[src/design/afsc_pkg.sv]
package afsc_pkg;

    localparam int POS_W        = 10;
    localparam int LONG_CNT_W   = 9;
    localparam int SHORT_CNT_W  = 6;
    localparam int SEG_IDX_W    = 11;
    localparam int CFG_DATA_W   = 9;
    localparam int CFG_IDX_W    = 1;
    localparam int FIELD_W      = 2;

    localparam int SEGMENT_LENGTH  = 832;
    localparam int LONG_PN_OFFSET  = 4;
    localparam int SHORT_PN_OFFSET = 578;
    localparam int LONG_LEN        = 511;
    localparam int SHORT_LEN       = 63;

    localparam logic [POS_W-1:0] POS_MAX     = '1;
    localparam logic [POS_W-1:0] POS_LAST    = POS_W'(SEGMENT_LENGTH - 1);
    localparam logic [POS_W-1:0] LONG_START  = POS_W'(LONG_PN_OFFSET);
    localparam logic [POS_W-1:0] LONG_END    = POS_W'(LONG_PN_OFFSET + LONG_LEN);
    localparam logic [POS_W-1:0] SHORT_START = POS_W'(SHORT_PN_OFFSET);
    localparam logic [POS_W-1:0] SHORT_END   = POS_W'(SHORT_PN_OFFSET + SHORT_LEN);

    localparam logic [LONG_CNT_W-1:0]  LONG_CNT_MAX  = '1;
    localparam logic [SHORT_CNT_W-1:0] SHORT_CNT_MAX = '1;
    localparam logic [SHORT_CNT_W-1:0] SHORT_LEN_C   = SHORT_CNT_W'(SHORT_LEN);

    // LFSR windows hold the next 9 (6) sequence bits, bit 0 is the current one
    localparam logic [8:0] LONG_SEED  = 9'b010000000;
    localparam logic [5:0] SHORT_SEED = 6'b100111;

    localparam logic [CFG_IDX_W-1:0] CFG_PN511_LIMIT = 1'd0;
    localparam logic [CFG_IDX_W-1:0] CFG_PN63_LIMIT  = 1'd1;

    localparam logic [8:0] PN511_LIMIT_RST = 9'd20;
    localparam logic [4:0] PN63_LIMIT_RST  = 5'd5;

    localparam logic [FIELD_W-1:0] FIELD_NONE = 2'd0;
    localparam logic [FIELD_W-1:0] FIELD_ONE  = 2'd1;
    localparam logic [FIELD_W-1:0] FIELD_TWO  = 2'd2;

    localparam logic signed [SEG_IDX_W-1:0] SEG_SYNC = -11'sd1;
    localparam logic signed [SEG_IDX_W-1:0] SEG_MAX  = 11'sd1023;

    typedef struct packed {
        logic [LONG_CNT_W-1:0]  long_cnt;
        logic [SHORT_CNT_W-1:0] short_cnt;
        logic                   length_ok;
    } corr_t;

    typedef struct packed {
        logic                        valid;
        logic                        second_field;
        logic signed [SEG_IDX_W-1:0] segment_index;
        logic                        ambiguous_sync;
    } result_t;

endpackage

[src/design/afsc_correlator.sv]
module afsc_correlator import afsc_pkg::*; (
    input  logic  aclk,
    input  logic  aresetn,
    input  logic  step,
    input  logic  bit_in,
    input  logic  last,
    output corr_t corr
);

    logic [POS_W-1:0]       pos_reg, pos_next;
    logic [8:0]             long_pn_reg, long_pn_next;
    logic [5:0]             short_pn_reg, short_pn_next;
    logic [LONG_CNT_W-1:0]  long_cnt_reg, long_cnt_next;
    logic [SHORT_CNT_W-1:0] short_cnt_reg, short_cnt_next;
    logic                   in_long, in_short;
    logic                   long_fb, short_fb;
    logic [LONG_CNT_W-1:0]  long_cnt_upd;
    logic [SHORT_CNT_W-1:0] short_cnt_upd;

    assign in_long  = (pos_reg >= LONG_START) && (pos_reg < LONG_END);
    assign in_short = (pos_reg >= SHORT_START) && (pos_reg < SHORT_END);

    assign long_fb  = long_pn_reg[7] ^ long_pn_reg[6] ^ long_pn_reg[4] ^
                      long_pn_reg[3] ^ long_pn_reg[1] ^ long_pn_reg[0];
    assign short_fb = short_pn_reg[1] ^ short_pn_reg[0];

    always_comb begin
        long_cnt_upd = long_cnt_reg;
        if (in_long && (bit_in ^ long_pn_reg[0]) && long_cnt_reg != LONG_CNT_MAX)
            long_cnt_upd = long_cnt_reg + 1'b1;
        short_cnt_upd = short_cnt_reg;
        if (in_short && (bit_in ^ short_pn_reg[0]) && short_cnt_reg != SHORT_CNT_MAX)
            short_cnt_upd = short_cnt_reg + 1'b1;
    end

    assign corr.long_cnt  = long_cnt_upd;
    assign corr.short_cnt = short_cnt_upd;
    assign corr.length_ok = (pos_reg == POS_LAST);

    always_comb begin
        pos_next       = pos_reg;
        long_pn_next   = long_pn_reg;
        short_pn_next  = short_pn_reg;
        long_cnt_next  = long_cnt_reg;
        short_cnt_next = short_cnt_reg;
        if (step) begin
            if (last) begin
                pos_next       = '0;
                long_pn_next   = LONG_SEED;
                short_pn_next  = SHORT_SEED;
                long_cnt_next  = '0;
                short_cnt_next = '0;
            end else begin
                if (pos_reg != POS_MAX)
                    pos_next = pos_reg + 1'b1;
                if (in_long)
                    long_pn_next = {long_fb, long_pn_reg[8:1]};
                if (in_short)
                    short_pn_next = {short_fb, short_pn_reg[5:1]};
                long_cnt_next  = long_cnt_upd;
                short_cnt_next = short_cnt_upd;
            end
        end
    end

    always_ff @(posedge aclk) begin
        if (!aresetn) begin
            pos_reg       <= '0;
            long_pn_reg   <= LONG_SEED;
            short_pn_reg  <= SHORT_SEED;
            long_cnt_reg  <= '0;
            short_cnt_reg <= '0;
        end else begin
            pos_reg       <= pos_next;
            long_pn_reg   <= long_pn_next;
            short_pn_reg  <= short_pn_next;
            long_cnt_reg  <= long_cnt_next;
            short_cnt_reg <= short_cnt_next;
        end
    end

endmodule

[src/design/afsc_decision.sv]
module afsc_decision import afsc_pkg::*; (
    input  logic       aclk,
    input  logic       aresetn,
    input  logic       seg_end,
    input  corr_t      corr,
    input  logic [8:0] pn511_limit,
    input  logic [4:0] pn63_limit,
    output result_t    result
);

    logic [FIELD_W-1:0]          field_reg, field_next;
    logic signed [SEG_IDX_W-1:0] seg_cnt_reg, seg_cnt_next;
    logic                        hit, fit_one, fit_two, ambiguous;
    logic [FIELD_W-1:0]          field_upd;
    logic signed [SEG_IDX_W-1:0] seg_cnt_upd;
    logic [SHORT_CNT_W-1:0]      inv_thresh;

    assign inv_thresh = SHORT_LEN_C - {1'b0, pn63_limit};
    assign hit        = corr.length_ok && (corr.long_cnt < pn511_limit);
    assign fit_one    = corr.short_cnt <= {1'b0, pn63_limit};
    assign fit_two    = corr.short_cnt >= inv_thresh;

    always_comb begin
        field_upd   = field_reg;
        seg_cnt_upd = seg_cnt_reg;
        ambiguous   = 1'b0;
        if (hit) begin
            if (fit_one) begin
                field_upd   = FIELD_ONE;
                seg_cnt_upd = SEG_SYNC;
            end else if (fit_two) begin
                field_upd   = FIELD_TWO;
                seg_cnt_upd = SEG_SYNC;
            end else begin
                ambiguous = 1'b1;
            end
        end
    end

    always_comb begin
        result.valid          = seg_end && (field_upd == FIELD_ONE || field_upd == FIELD_TWO);
        result.second_field   = (field_upd == FIELD_TWO);
        result.segment_index  = seg_cnt_upd;
        result.ambiguous_sync = ambiguous;

        field_next   = field_reg;
        seg_cnt_next = seg_cnt_reg;
        if (seg_end) begin
            field_next   = field_upd;
            seg_cnt_next = seg_cnt_upd;
            // counter only advances while in sync, and stops at the top
            if (result.valid && seg_cnt_upd != SEG_MAX)
                seg_cnt_next = seg_cnt_upd + 11'sd1;
        end
    end

    always_ff @(posedge aclk) begin
        if (!aresetn) begin
            field_reg   <= FIELD_NONE;
            seg_cnt_reg <= '0;
        end else begin
            field_reg   <= field_next;
            seg_cnt_reg <= seg_cnt_next;
        end
    end

endmodule

[src/design/atsc_field_sync_checker_top.sv]
// Field sync checker for ATSC data segments.
// Input channel (s_*): one soft symbol per transaction, with s_last_of_segment
// high on the final symbol of each segment. Only the sign of s_sample is used.
// Output channel (m_*): one transaction per segment end once field sync has been
// found, carrying the field flag, the segment index (-1 on the sync segment)
// and an ambiguity flag for a PN511 hit whose PN63 fits neither field.
// Configuration: cfg_wr_en writes cfg_data to register cfg_index (0: PN511
// error limit, 1: PN63 error limit); write only while the block is idle.
// Throughput: one symbol per cycle while m_ready does not stall the output. The
// input register feeds the correlator and decision logic, which load the output
// register as the last symbol leaves the input register; m_valid comes from it.
// A stalled m_ready holds the output register; the input register then fills
// and s_ready drops until the result is taken.
// Reset (aresetn low, synchronous): no sync, counters cleared, limits back to
// 20 and 5, both channels empty.
module atsc_field_sync_checker_top import afsc_pkg::*; (
    input  logic                        aclk,
    input  logic                        aresetn,
    input  logic                        s_valid,
    output logic                        s_ready,
    input  logic signed [15:0]          s_sample,
    input  logic                        s_last_of_segment,
    output logic                        m_valid,
    input  logic                        m_ready,
    output logic                        m_second_field,
    output logic signed [SEG_IDX_W-1:0] m_segment_index,
    output logic                        m_ambiguous_sync,
    input  logic                        cfg_wr_en,
    input  logic [CFG_IDX_W-1:0]        cfg_index,
    input  logic [CFG_DATA_W-1:0]       cfg_data
);

    logic       in_valid_reg, in_bit_reg, in_last_reg;
    logic       out_valid_reg;
    logic       out_second_reg, out_ambig_reg;
    logic signed [SEG_IDX_W-1:0] out_index_reg;
    logic [8:0] pn511_limit_reg;
    logic [4:0] pn63_limit_reg;
    logic       out_ready, consume, s_fire;
    corr_t      corr;
    result_t    result;

    assign out_ready = !out_valid_reg || m_ready;
    assign consume   = in_valid_reg && out_ready;
    assign s_ready   = !in_valid_reg || consume;
    assign s_fire    = s_valid && s_ready;

    always_ff @(posedge aclk) begin
        if (!aresetn) begin
            pn511_limit_reg <= PN511_LIMIT_RST;
            pn63_limit_reg  <= PN63_LIMIT_RST;
        end else if (cfg_wr_en) begin
            unique case (cfg_index)
                CFG_PN511_LIMIT: pn511_limit_reg <= cfg_data;
                CFG_PN63_LIMIT:  pn63_limit_reg  <= cfg_data[4:0];
                default: ;
            endcase
        end
    end

    always_ff @(posedge aclk) begin
        if (!aresetn)
            in_valid_reg <= 1'b0;
        else if (s_fire)
            in_valid_reg <= 1'b1;
        else if (consume)
            in_valid_reg <= 1'b0;
    end

    always_ff @(posedge aclk) begin
        if (s_fire) begin
            in_bit_reg  <= ~s_sample[15];
            in_last_reg <= s_last_of_segment;
        end
    end

    afsc_correlator u_corr (
        .aclk    (aclk),
        .aresetn (aresetn),
        .step    (consume),
        .bit_in  (in_bit_reg),
        .last    (in_last_reg),
        .corr    (corr)
    );

    afsc_decision u_dec (
        .aclk        (aclk),
        .aresetn     (aresetn),
        .seg_end     (consume && in_last_reg),
        .corr        (corr),
        .pn511_limit (pn511_limit_reg),
        .pn63_limit  (pn63_limit_reg),
        .result      (result)
    );

    always_ff @(posedge aclk) begin
        if (!aresetn)
            out_valid_reg <= 1'b0;
        else if (out_ready)
            out_valid_reg <= result.valid;
    end

    always_ff @(posedge aclk) begin
        if (out_ready && result.valid) begin
            out_second_reg <= result.second_field;
            out_index_reg  <= result.segment_index;
            out_ambig_reg  <= result.ambiguous_sync;
        end
    end

    assign m_valid          = out_valid_reg;
    assign m_second_field   = out_second_reg;
    assign m_segment_index  = out_index_reg;
    assign m_ambiguous_sync = out_ambig_reg;

    // an ambiguous segment keeps the counter, which already moved past the sync
    a_ambig_index: assert property (@(posedge aclk) disable iff (!aresetn)
        m_valid && m_ambiguous_sync |-> m_segment_index != SEG_SYNC)
        else $error("ambiguous result carries sync segment index");

    a_index_range: assert property (@(posedge aclk) disable iff (!aresetn)
        m_valid |-> m_segment_index >= SEG_SYNC)
        else $error("segment index below -1");

    a_new_result_src: assert property (@(posedge aclk) disable iff (!aresetn)
        result.valid |-> consume && in_last_reg)
        else $error("result produced without a segment end");

    a_ready_when_empty: assert property (@(posedge aclk) disable iff (!aresetn)
        !in_valid_reg |-> s_ready)
        else $error("input stalled while input register empty");

endmodule

[config.mk]
export PLATFORM = sky130hd
export DESIGN_NAME = atsc_field_sync_checker_top
export DESIGN_NICKNAME = d
export VERILOG_FILES = /design/src/design/afsc_pkg.sv /design/src/design/afsc_correlator.sv /design/src/design/afsc_decision.sv /design/src/design/atsc_field_sync_checker_top.sv
export SDC_FILE = /design/constraint.sdc
export NUM_CORES = 1
export LEC_CHECK = 0
export ABC_CLOCK_PERIOD_IN_PS = 9880
export BUFFER_PORTS_ARGS = -buffer_cell sky130_fd_sc_hd__buf_2
export CAP_MARGIN = 10
export CORE_MARGIN = 1.5
export CORE_UTILIZATION = 60
export DETAILED_ROUTE_END_ITERATION = 10
export GPL_TIMING_DRIVEN = 0
export HOLD_SLACK_MARGIN = 0.06
export PLACE_DENSITY = 0.78
export SLEW_MARGIN = 10
export SYNTH_ARGS = -nofsm -noshare
export SYNTH_HDL_FRONTEND = slang
export SYNTH_SLANG_ARGS = --single-unit
[constraint.sdc]
create_clock -name aclk -period 9.88 [get_ports aclk]
set_clock_uncertainty 0.2 [all_clocks]
set_input_delay 1.976 -clock aclk [delete_from_list [all_inputs] [get_ports aclk]]
set_output_delay 1.976 -clock aclk [all_outputs]
set_load 0.05 [all_outputs]
==> results.sh, run 1 <==
export IMPL_commonest_non_fill_non_tap_cell_in_the_layout="sky130_fd_sc_hd__dfxtp_1"
export IMPL_min_period_over_period=0.652
export IMPL_power_combinational_fraction=0.072
export IMPL_post_dp_hpwl_um=7430
export IMPL_power_share_sequential=0.547
export IMPL_pwr_share_clk=0.382
export IMPL_avgRoutedWirePerCell_um=14.9
export IMPL_clock_sinks=84
export IMPL_total_wire_length_um=10100
export IMPL_cts_htree_levels=3
export IMPL_core_area_sq_mm=0.00729
export IMPL_cts_made_buffers=9
export IMPL_fin_nets=634
export IMPL_grt_total_usage=0.261
export IMPL_crit_path_top_delay_cell="sky130_fd_sc_hd__nor3_1"
export IMPL_total_leakage_power_uw=0.00196
export IMPL_clk_slew_on_worst_s_h_paths_ns=0.09
export IMPL_maxCapViolCount=0
export IMPL_die_x_um=89.9
export IMPL_ioPinCount=47
export IMPL_proportion_of_layout_cells_with_a_drive_suffix_above_1=0.114
export IMPL_ys_types=59
export IMPL_drt_pass1_iterations=5
export IMPL_critPathRequiredTime_ns=9.97
export IMPL_detailedRoute_firstIterationViolations=267
export IMPL_timing_final_crit_period_ns=6.44
export IMPL_cpMostUsedCell="sky130_fd_sc_hd__nand4_1"
export IMPL_internal_power_component_uw=491
export IMPL_rows=31
export IMPL_synthArstFlopShare=0
export IMPL_yosysSeqAreaShare=0.404
export IMPL_antenna_violating_nets_post_route=0
export IMPL_cp_num_buf_inv=2
export IMPL_critical_path_top_delay_family="simple AND/OR/NAND/NOR gates"
export IMPL_cts_hold_buf=0
export IMPL_crit_type="reg -> reg"
export IMPL_dieHeight_um=89.9
export IMPL_cts_repair_resize_count=0
export IMPL_slew_limit_headroom=0.412
export IMPL_via_count=3983
export IMPL_wire_length_of_the_first_global_routing_pass_um=17400
export IMPL_layout_common_cells="69 x sky130_fd_sc_hd__dfxtp_1, 57 x sky130_fd_sc_hd__nor2_1, 52 x sky130_fd_sc_hd__nand2_1, 42 x sky130_fd_sc_hd__a21oi_1, 32 x sky130_fd_sc_hd__buf_2"
export IMPL_clk_root_buffer_cell="sky130_fd_sc_hd__clkbuf_8"
export IMPL_post_drt_via_cell_ratio=5.87
export IMPL_maxClockFrequency_mhz=155
export IMPL_crit_fanout=10
export IMPL_synthToLayoutAreaGrowth_pct=10.6
export IMPL_largest_net_degree_at_the_start_of_global_routing=16
export IMPL_worstSetupPathDepth=22
export IMPL_pwr_density_cell_mw_per_mm2=130
export IMPL_die_area_sq_mm=0.00809
export IMPL_port_buffers=30
export IMPL_antenna_cells=0
export IMPL_yosys_register_bits=84
export IMPL_floorplan_initialDensity=0.622
export IMPL_hold_path_cells=2
export IMPL_post_synth_inst_count=533
export IMPL_hold_slack_ns=0.270
export IMPL_worst_endpoint_arrival_ns=6.53
export IMPL_synth_ff_type="sky130_fd_sc_hd__dfxtp_1"
export IMPL_synth_cell_area_sq_mm=0.00453
export IMPL_global_route_overflow_total=0
export IMPL_p_sw_uw=163
export IMPL_synth_fp_nets=593
export IMPL_worst_slew_pin_slew_ns=0.875
export IMPL_drc=0
export IMPL_crit_path_start_kind="flop"
export IMPL_grt_pass1_vias=3813
export IMPL_clk_latency_ns=0.36
export IMPL_power_share_switching=0.249
export IMPL_worstPathCellList="nor4_4 -> a21oi_1 -> nor3_1 -> nand4_1 -> xnor2_1 -> ha_1 -> nand4_1 -> nor2_1 -> a211o_1 -> or3_1 -> and4b_4 -> buf_6 -> clkbuf_1 -> or2_2 -> ha_1 -> nand4_1 -> nor4_1 -> nor3b_1 -> and2_1 -> nand3_1 -> or4_1 -> a31oi_1"
export IMPL_finalWeightedCongestion=0.886
export IMPL_setup_viol=0
export IMPL_hold_path_class="reg -> reg"
export IMPL_critical_path_max_stage_delay_ns=0.75
export IMPL_grt_setup_unrepaired="false"
export IMPL_final_hold_violating_endpoints=0
export IMPL_peakVddDrop_v=0.0000892
export IMPL_grt_antenna_before_repair=0
export IMPL_r2r_slack_ns=3.44
export IMPL_edff_count_synth=15
export IMPL_longest_clk_path_bufs=2
export IMPL_synth_yosys_warnings=0
export IMPL_average_size_of_a_mapped_cell_sq_um=8.51
export IMPL_cts_tree="done"
export IMPL_setup_total_negative_slack_ns=0
export IMPL_final_max_slew_viol_count=0
export IMPL_cp_end_kind="flop"
export IMPL_reg2reg_depth=22
export IMPL_power_uw=654
export IMPL_cts_setup_buffers=0
export IMPL_status="complete, no violations"
per-layer routing:
| layer | vias to the layer above | global-route usage | share of wire |
|---|---|---|---|
| li1 | 1972 | - | - |
| met1 | 1883 | 0.351 | 0.46 |
| met2 | 117 | 0.434 | 0.48 |
| met3 | 11 | 0.0440 | 0.055 |
| met4 | 0 | 0.0728 | 0.0089 |
| met5 | - | 0 | 0 |
power by group through the flow:
stage | Clock [uW] | Sequential, uW | Combinational (uW)
floorplan | 0 | 368 | 28.3
global placement | 0 | 365 | 44.8
detailed placement | 0 | 365 | 46.3
CTS | 254 | 357 | 46.5
global route | 268 | 358 | 51.9
finish | 250 | 358 | 46.8
worst paths after layout:
path                              startpoint                           endpoint
max           u_corr.pos_reg[2]$_SDFFE_PN0P_  u_dec.seg_cnt_reg[9]$_SDFFE_PN0P_
min          pn511_limit_reg[3]$_SDFFE_PN0P_    pn511_limit_reg[3]$_SDFFE_PN0P_
max reg2reg   u_corr.pos_reg[2]$_SDFFE_PN0P_  u_dec.seg_cnt_reg[9]$_SDFFE_PN0P_
min reg2reg  pn511_limit_reg[3]$_SDFFE_PN0P_    pn511_limit_reg[3]$_SDFFE_PN0P_
worst min-delay path, stage by stage (launching register included):
cell	delay, ns
sky130_fd_sc_hd__dfxtp_1	0.32
sky130_fd_sc_hd__nand2_1	0.05
sky130_fd_sc_hd__a21oi_1	0.06
Yosys cell counts, types with 5 or more instances:
master                     number  area, sq um
sky130_fd_sc_hd__a21o_1         5         37.5
sky130_fd_sc_hd__a21oi_1       42          210
sky130_fd_sc_hd__a22oi_1       22          165
sky130_fd_sc_hd__a31oi_1        7         43.8
sky130_fd_sc_hd__and2_1         6         37.5
sky130_fd_sc_hd__and3_1         7         43.8
sky130_fd_sc_hd__clkbuf_1      18         67.6
sky130_fd_sc_hd__dfxtp_1       69         1380
sky130_fd_sc_hd__edfxtp_1      15          450
sky130_fd_sc_hd__ha_1          28          350
sky130_fd_sc_hd__inv_1         28          105
sky130_fd_sc_hd__nand2_1       52          195
sky130_fd_sc_hd__nand2b_1       6         37.5
sky130_fd_sc_hd__nand3_1       24          120
sky130_fd_sc_hd__nand4_1        9         56.3
sky130_fd_sc_hd__nor2_1        57          214
sky130_fd_sc_hd__nor2b_1        5         31.3
sky130_fd_sc_hd__nor3_1         9         45.0
sky130_fd_sc_hd__o21ai_0       24          120
sky130_fd_sc_hd__or2_2         10         62.6
sky130_fd_sc_hd__or3_1          5         31.3
sky130_fd_sc_hd__xnor2_1       15          131
sky130_fd_sc_hd__xor2_1        11         96.3
final cells by class:
class,count,area [sq um]
well taps,99,124
plain buffers,23,100
clock buffers,12,178
repair buffers,30,150
fillers,645,2280
flip-flops and latches,84,1830
inverters,28,105
multi-input cells,398,2500
clock inverters,4,27.5
metrics by stage:
step	instances	instance area (sq um)	utilization	setup WS, ns
final	678	5010	0.688	3.44
after global routing	678	5010	0.688	2.81
after CTS	678	5010	0.688	3.51
after detailed placement	662	4810	0.659	3.54
after global placement	662	4810	0.659	3.62
after floorplan	533	4530	-	4.35
cells by family after synthesis:
logic type	count (synthesis)	share of synthesized area
simple gates	212	0.236
compound gates	127	0.176
flops	84	0.404
buf+inv	51	0.0453
fa+ha+maj	28	0.0773
xor+xnor	26	0.0502
mux	5	0.0116
Note: power is estimated with default switching activity, not from simulation.
==> run 2, diff against run 1 <==
--- a/config.mk
+++ b/config.mk
@@ -5,15 +5,15 @@
 export SDC_FILE = /design/constraint.sdc
 export NUM_CORES = 1
 export LEC_CHECK = 0
-export ABC_CLOCK_PERIOD_IN_PS = 9880
+export ABC_CLOCK_PERIOD_IN_PS = 5700
 export BUFFER_PORTS_ARGS = -buffer_cell sky130_fd_sc_hd__buf_2
 export CAP_MARGIN = 10
 export CORE_MARGIN = 1.5
-export CORE_UTILIZATION = 60
+export CORE_UTILIZATION = 53
 export DETAILED_ROUTE_END_ITERATION = 10
 export GPL_TIMING_DRIVEN = 0
 export HOLD_SLACK_MARGIN = 0.06
-export PLACE_DENSITY = 0.78
+export PLACE_DENSITY = 0.73
 export SLEW_MARGIN = 10
 export SYNTH_ARGS = -nofsm -noshare
 export SYNTH_HDL_FRONTEND = slang
==> constraint.sdc (replaced) <==
create_clock -name aclk -period 5.7 [get_ports aclk]
set_clock_uncertainty 0.2 [all_clocks]
set_input_delay 1.14 -clock aclk [delete_from_list [all_inputs] [get_ports aclk]]
set_output_delay 1.14 -clock aclk [all_outputs]
set_load 0.05 [all_outputs]
==> run 2 against run 1 <==
Effect of this change: non-clock buffer count up 20; global-route usage down 0.88 points; cell count up 3.8%; first-iteration DRC count down 7.9%; hold slack worse by 0.0080 ns; via count up 2.9%; register-to-register slack worse by 3.3 ns; design area up 6.9%; power up 67%; critical endpoint unchanged.
==> results.sh, run 2 (synthesis results as in run 1) <==
export IMPL_reg2reg_depth=26
export IMPL_crit_path_start_kind="flop"
export IMPL_reg2reg_from="u_corr.long_cnt_reg[0]$_SDFFE_PN0P_"
export IMPL_proportion_of_layout_cells_with_a_drive_suffix_above_1=0.199
export IMPL_drt_pass1_iterations=5
export IMPL_clk_latency_ns=0.36
export IMPL_min_delay_start="pn511_limit_reg[7]$_SDFFE_PN0P_"
export IMPL_pwr_share_clk=0.352
export IMPL_pre_cts_ws_ns=-0.809
export IMPL_pwr_density_cell_mw_per_mm2=204
export IMPL_post_dp_hpwl_um=7580
export IMPL_cts_tree="done"
export IMPL_cpMostUsedCell="sky130_fd_sc_hd__ha_4"
export IMPL_timing_final_crit_period_ns=5.58
export IMPL_critical_path_reg2reg_endpoint="u_dec.seg_cnt_reg[9]$_SDFFE_PN0P_"
export IMPL_grt_pass1_vias=3800
export IMPL_cts_hold_buf=0
export IMPL_drc=0
export IMPL_global_route_overflow_total=0
export IMPL_core_area_sq_mm=0.00826
export IMPL_cts_made_buffers=9
export IMPL_total_leakage_power_uw=0.00208
export IMPL_floorplan_initialDensity=0.549
export IMPL_maxCapViolCount=0
export IMPL_commonest_non_fill_non_tap_cell_in_the_layout="sky130_fd_sc_hd__dfxtp_1"
export IMPL_r2r_slack_ns=0.12
export IMPL_total_wire_length_um=11000
export IMPL_clk_root_buffer_cell="sky130_fd_sc_hd__clkbuf_8"
export IMPL_power_share_sequential=0.567
export IMPL_largest_net_degree_at_the_start_of_global_routing=15
export IMPL_cp_num_buf_inv=2
export IMPL_slew_limit_headroom=0.391
export IMPL_port_buffers=30
export IMPL_power_share_switching=0.257
export IMPL_fin_nets=654
export IMPL_utilization_after_layout=0.649
export IMPL_worst_slew_pin_slew_ns=0.906
export IMPL_worst_endpoint_arrival_ns=5.66
export IMPL_final_hold_violating_endpoints=0
export IMPL_min_period_over_period=0.979
export IMPL_wire_length_of_the_first_global_routing_pass_um=17700
export IMPL_setup_viol=0
export IMPL_die_area_sq_mm=0.00912
export IMPL_post_drt_via_cell_ratio=5.82
export IMPL_ioPinCount=47
export IMPL_hold_path_class="reg -> reg"
export IMPL_avgRoutedWirePerCell_um=15.6
export IMPL_antenna_violating_nets_post_route=0
export IMPL_layout_common_cells="62 x sky130_fd_sc_hd__dfxtp_1, 57 x sky130_fd_sc_hd__nor2_1, 51 x sky130_fd_sc_hd__nand2_1, 39 x sky130_fd_sc_hd__a21oi_1, 32 x sky130_fd_sc_hd__buf_2"
export IMPL_worst_hold_path_endpoint="pn511_limit_reg[7]$_SDFFE_PN0P_"
export IMPL_synthToLayoutAreaGrowth_pct=18.2
export IMPL_sequential_cell_area_sq_mm=0.00184
export IMPL_power_combinational_fraction=0.081
export IMPL_crit_fanout=10
export IMPL_critPathRequiredTime_ns=5.78
export IMPL_dieHeight_um=95.5
export IMPL_clk_slew_on_worst_s_h_paths_ns=0.08
export IMPL_crit_path_top_delay_cell="sky130_fd_sc_hd__a311o_1"
export IMPL_die_x_um=95.5
export IMPL_clock_sinks=84
export IMPL_multiInputGateArea_sq_mm=0.00269
export IMPL_peakVddDrop_v=0.000120
export IMPL_detailedRoute_firstIterationViolations=246
export IMPL_critical_path_max_stage_delay_ns=0.41
export IMPL_finalWeightedCongestion=0.950
export IMPL_cp_end_kind="flop"
export IMPL_rows=33
export IMPL_p_sw_uw=281
export IMPL_final_max_slew_viol_count=0
export IMPL_hold_path_cells=2
export IMPL_maxClockFrequency_mhz=179
export IMPL_critical_path_top_delay_family="simple AND/OR/NAND/NOR gates"
export IMPL_via_count=4099
export IMPL_status="complete, no violations"
export IMPL_grt_total_usage=0.252
export IMPL_num_fill_cells=734
export IMPL_cts_htree_levels=3
export IMPL_longest_clk_path_bufs=2
export IMPL_grt_antenna_before_repair=0
export IMPL_antenna_cells=0
export IMPL_internal_power_component_uw=811
export IMPL_layout_setup_ws_ns=0.121
export IMPL_crit_type="reg -> reg"
==> run 2: cell count changes in the layout (fill, tap and decap cells not counted), moves of 4 or more <==
cell                      delta
sky130_fd_sc_hd__dfxtp_1     -7
sky130_fd_sc_hd__dfxtp_2     +6
sky130_fd_sc_hd__buf_4      +21
sky130_fd_sc_hd__ha_1        -4
==> run 2: how the worst max path moves through the flow <==
stage	from	endpoint	slack, ns	cells after the start
final	u_corr.long_cnt_reg[0]$_SDFFE_PN0P_	u_dec.seg_cnt_reg[9]$_SDFFE_PN0P_	0.12	26
after global placement	u_corr.long_cnt_reg[0]$_SDFFE_PN0P_	u_dec.seg_cnt_reg[7]$_SDFFE_PN0P_	-0.78	27
after floorplan	u_corr.pos_reg[2]$_SDFFE_PN0P_	u_dec.seg_cnt_reg[9]$_SDFFE_PN0P_	0.17	21
after detailed placement	u_corr.pos_reg[2]$_SDFFE_PN0P_	u_dec.seg_cnt_reg[7]$_SDFFE_PN0P_	-0.81	22
after global routing	u_corr.long_cnt_reg[0]$_SDFFE_PN0P_	u_dec.seg_cnt_reg[9]$_SDFFE_PN0P_	-0.04	26
after CTS	u_corr.long_cnt_reg[0]$_SDFFE_PN0P_	u_dec.seg_cnt_reg[9]$_SDFFE_PN0P_	0.005	26
==> run 2: through the flow <==
step	setup TNS (ns)	hold WS, ns	instances	cell area (sq um)	total power [uW]
finish	0	0.262	704	5360	1090
global route	-0.0669	0.285	704	5360	1130
CTS	0	0.266	690	5100	1090
detailed placement	-8.64	0.253	668	4820	715
global placement	-5.91	0.245	668	4820	712
floorplan	0	0.236	533	4530	686
==> run 2: power groups by stage <==
stage	Combinational, uW	Clock (uW)	Sequential [uW]
floorplan	49.1	0	637
global placement	79.4	0	633
detailed placement	81.6	0	633
CTS	82.8	392	620
global route	97.6	417	621
finish	88.0	385	619
==> run 2: layout make-up <==
cell class,instances,area share
multi-input cells,398,0.502
flip-flops and latches,84,0.344
repair buffers,51,0.0574
clock buffers,12,0.0271
well taps,105,0.0245
plain buffers,22,0.0203
inverters,28,0.0203
clock inverters,4,0.00443
==> run 2: worst min-delay path, cell delays in order (launching register included) <==
cell and delay, ns:
sky130_fd_sc_hd__dfxtp_1 0.32, sky130_fd_sc_hd__nand2_1 0.05, sky130_fd_sc_hd__a21oi_1 0.05
==> run 2: what timing repair did <==
item                       4_1_cts  5_1_grt
setup endpoints to repair       24       23
pin swaps                        8       18
setup buffers                    6       15
cloned                           0        0
gates resized for setup         18       36
==> run 2: layer usage <==
layer  GRT usage  vias to the layer above  share of wire
met5           0                        -              0
met4      0.0919                        0          0.011
met3      0.0470                       16          0.044
met2       0.443                      102           0.50
met1       0.304                     1968           0.44
li1            -                     2013              -
==> run 3, diff against run 2 <==
--- a/config.mk
+++ b/config.mk
@@ -5,15 +5,16 @@
 export SDC_FILE = /design/constraint.sdc
 export NUM_CORES = 1
 export LEC_CHECK = 0
+export ABC_AREA = 1
 export ABC_CLOCK_PERIOD_IN_PS = 5700
 export BUFFER_PORTS_ARGS = -buffer_cell sky130_fd_sc_hd__buf_2
 export CAP_MARGIN = 10
 export CORE_MARGIN = 1.5
-export CORE_UTILIZATION = 53
+export CORE_UTILIZATION = 54
 export DETAILED_ROUTE_END_ITERATION = 10
 export GPL_TIMING_DRIVEN = 0
 export HOLD_SLACK_MARGIN = 0.06
-export PLACE_DENSITY = 0.73
+export PLACE_DENSITY = 0.74
 export SLEW_MARGIN = 10
 export SYNTH_ARGS = -nofsm -noshare
 export SYNTH_HDL_FRONTEND = slang
==> run 3 against run 2 <==
Effect of this change: synthesized cell count increased by 14%; critical path depth increased by 4; sequential power about the same; largest cell class unchanged; critical endpoint is now u_dec.seg_cnt_reg[4]$_SDFFE_PN0P_; sequential cell count unchanged; clock-buffer cell count decreased by 3.
==> results.sh, run 3 <==
export IMPL_finalWeightedCongestion=0.857
export IMPL_hold_path_class="reg -> reg"
export IMPL_worstSetupEndpoint="u_dec.seg_cnt_reg[4]$_SDFFE_PN0P_"
export IMPL_commonest_non_fill_non_tap_cell_in_the_layout="sky130_fd_sc_hd__nand2_1"
export IMPL_synth_mux_area_frac=0.00728
export IMPL_grt_setup_unrepaired="false"
export IMPL_synthToLayoutAreaGrowth_pct=10.9
export IMPL_crit_path_start_kind="flop"
export IMPL_cts_tree="done"
export IMPL_final_max_slew_viol_count=0
export IMPL_min_period_over_period=0.897
export IMPL_fin_nets=710
export IMPL_synth_fp_nets=669
export IMPL_floorplan_initialDensity=0.562
export IMPL_critical_path_max_stage_delay_ns=0.43
export IMPL_maxCapViolCount=0
export IMPL_min_delay_start="u_corr.long_pn_reg[2]$_SDFFE_PN0P_"
export IMPL_global_route_overflow_total=0
export IMPL_yosysSeqAreaShare=0.395
export IMPL_list_of_most_frequent_post_synthesis_cells="146 x sky130_fd_sc_hd__nand2_1, 94 x sky130_fd_sc_hd__inv_1, 69 x sky130_fd_sc_hd__dfxtp_1, 50 x sky130_fd_sc_hd__a21oi_1, 46 x sky130_fd_sc_hd__nor2_1"
export IMPL_cp_end_kind="flop"
export IMPL_layout_common_cells="146 x sky130_fd_sc_hd__nand2_1, 94 x sky130_fd_sc_hd__inv_1, 69 x sky130_fd_sc_hd__dfxtp_1, 50 x sky130_fd_sc_hd__a21oi_1, 46 x sky130_fd_sc_hd__nor2_1"
export IMPL_synthArstFlopShare=0
export IMPL_wire_length_of_the_first_global_routing_pass_um=16400
export IMPL_synth_compound_area_frac=0.124
export IMPL_post_route_cell_area_sq_mm=0.00515
export IMPL_drc=0
export IMPL_placed_area_sq_mm=0.00492
export IMPL_num_fill_cells=745
export IMPL_hold_slack_ns=0.269
export IMPL_antenna_violating_nets_post_route=0
export IMPL_clk_slew_on_worst_s_h_paths_ns=0.10
export IMPL_clk_root_buffer_cell="sky130_fd_sc_hd__clkbuf_8"
export IMPL_post_drt_via_cell_ratio=5.14
export IMPL_average_size_of_a_mapped_cell_sq_um=7.62
export IMPL_pwr_density_cell_mw_per_mm2=225
export IMPL_layout_cells_non_filler=760
export IMPL_total_wire_length_um=9860
export IMPL_final_hold_violating_endpoints=0
export IMPL_setup_viol=0
export IMPL_yosysTopAreaCellShare=0.298
export IMPL_synth_ff_type="sky130_fd_sc_hd__dfxtp_1"
export IMPL_cts_made_buffers=9
export IMPL_maxClockFrequency_mhz=196
export IMPL_setup_total_negative_slack_ns=0
export IMPL_largest_net_degree_at_the_start_of_global_routing=23
export IMPL_worst_endpoint_arrival_ns=5.22
export IMPL_synth_top_family_by_area="simple AND/OR/NAND/NOR gates"
export IMPL_r2r_slack_ns=0.59
export IMPL_dieHeight_um=95.7
export IMPL_crit_path_top_delay_cell="sky130_fd_sc_hd__clkbuf_4"
export IMPL_most_frequently_used_cell_type_in_the_post_synthesis_netlist="sky130_fd_sc_hd__nand2_1"
export IMPL_synth_area_top_cells="sky130_fd_sc_hd__dfxtp_1 30%, sky130_fd_sc_hd__nand2_1 12%, sky130_fd_sc_hd__edfxtp_1 9.7%, sky130_fd_sc_hd__inv_1 7.6%, sky130_fd_sc_hd__ha_1 7.5%"
export IMPL_total_leakage_power_uw=0.00231
export IMPL_dp_cells=744
export IMPL_worstSetupStartpoint="u_corr.long_cnt_reg[0]$_SDFFE_PN0P_"
export IMPL_cts_htree_levels=3
export IMPL_post_synth_inst_count=609
export IMPL_detailedRoute_firstIterationViolations=152
export IMPL_ys_types=44
export IMPL_grt_antenna_before_repair=0
export IMPL_multiInputGateArea_sq_mm=0.00235
export IMPL_reg2reg_from="u_corr.long_cnt_reg[0]$_SDFFE_PN0P_"
export IMPL_avgRoutedWirePerCell_um=13.0
export IMPL_edff_count_synth=15
export IMPL_post_synth_xor_area_fraction=0.0340
export IMPL_timing_final_crit_period_ns=5.11
export IMPL_critPathRequiredTime_ns=5.81
export IMPL_cts_setup_buffers=0
export IMPL_grt_pass1_vias=3682
export IMPL_die_area_sq_mm=0.00916
export IMPL_proportion_of_layout_cells_with_a_drive_suffix_above_1=0.140
export IMPL_worst_slew_pin_slew_ns=0.771
export IMPL_clock_sinks=84
export IMPL_synth_simple_gate_area_share=0.266
export IMPL_rows=33
export IMPL_sequential_cell_area_sq_mm=0.00183
export IMPL_synth_cell_area_sq_mm=0.00464
export IMPL_clk_latency_ns=0.36
export IMPL_ioPinCount=47
export IMPL_reg2reg_depth=30
export IMPL_peakVddDrop_v=0.000155
export IMPL_slew_limit_headroom=0.482
export IMPL_antenna_cells=0
export IMPL_grt_total_usage=0.233
export IMPL_port_buffers=30
export IMPL_drt_pass1_iterations=4
export IMPL_synth_largest_area_cell="sky130_fd_sc_hd__dfxtp_1"
export IMPL_critical_path_reg2reg_endpoint="u_dec.seg_cnt_reg[4]$_SDFFE_PN0P_"
export IMPL_post_dp_hpwl_um=7450
export IMPL_yosys_register_bits=84
export IMPL_via_count=3904
export IMPL_crit_type="reg -> reg"
export IMPL_synth_adder_area_share=0.0755
export IMPL_crit_fanout=22
export IMPL_longest_clk_path_bufs=2
export IMPL_die_x_um=95.7
export IMPL_core_area_sq_mm=0.00826
export IMPL_synth_yosys_warnings=0
export IMPL_status="complete, no violations"
==> run 3: changes by cell type in the layout (fill, tap and decap cells not counted), moves of 7 or more <==
| cell | previous run | this run |
|---|---|---|
| sky130_fd_sc_hd__clkbuf_1 | 17 | 9 |
| sky130_fd_sc_hd__inv_2 | 0 | 7 |
| sky130_fd_sc_hd__nand2_1 | 51 | 146 |
| sky130_fd_sc_hd__a21oi_1 | 39 | 50 |
| sky130_fd_sc_hd__a22oi_1 | 22 | 0 |
| sky130_fd_sc_hd__inv_1 | 27 | 94 |
| sky130_fd_sc_hd__dfxtp_1 | 62 | 69 |
| sky130_fd_sc_hd__buf_4 | 22 | 0 |
| sky130_fd_sc_hd__nor2_1 | 57 | 46 |
==> run 3: cells by family after synthesis <==
family | after synthesis
xor+xnor | 18
fa+ha+maj | 28
simple gates | 265
compound gates | 95
flops | 84
buf+inv | 116
mux | 3
==> run 3: worst min path at each step <==
stage,endpoint,cells past startpoint
final,u_corr.long_pn_reg[1]$_SDFFE_PN0P_,2
after global routing,u_corr.long_pn_reg[2]$_SDFFE_PN0P_,2
after CTS,pn511_limit_reg[5]$_SDFFE_PN0P_,2
after detailed placement,pn511_limit_reg[5]$_SDFFE_PN0P_,2
after global placement,u_dec.seg_cnt_reg[2]$_SDFFE_PN0P_,2
after floorplan,u_dec.seg_cnt_reg[2]$_SDFFE_PN0P_,2
==> run 3: area by class of cell <==
type / instances / area share
inverters: 102 / 0.0753
clock inverters: 7 / 0.0192
plain buffers: 14 / 0.0141
flip-flops and latches: 84 / 0.356
multi-input cells: 409 / 0.457
well taps: 105 / 0.0255
clock buffers: 9 / 0.0241
repair buffers: 30 / 0.0292
==> run 3: critical path, delay by kind of cell (launching register included) <==
kind | cells | cell delay (ns)
DFF | 1 | 0.36
and+or+nand+nor | 19 | 2.59
xor gates and xnor gates | 1 | 0.14
AOI/OAI and AO/OA | 1 | 0.16
adders and majority gates | 4 | 0.91
buffers and inverters | 5 | 0.69
==> run 3: report_power, final <==
part / switching, uW / internal (uW)
clock: 227 / 250
sequential: 5.41 / 611
combinational: 45.6 / 21.7
==> run 3: timing repair <==
action                     CTS  global route
setup endpoints to repair    0            20
hold buffers                 0             0
gates resized for setup      0             5
==> run 3: through the flow <==
stage               utilization  setup slack [ns]  total power [uW]
floorplan                     -             0.928               674
global placement          0.596             0.166               695
detailed placement        0.596            0.0677               698
CTS                       0.623            0.0464              1170
global route              0.623            0.0741              1200
finish                    0.623             0.587              1160
==> run 3: per-layer routing <==
metal	GRT usage	wire [um]	vias to the layer above
li1	-	-	2034
met1	0.292	4580	1780
met2	0.384	4760	77
met3	0.0411	349	13
met4	0.113	174	0
met5	0	0	-
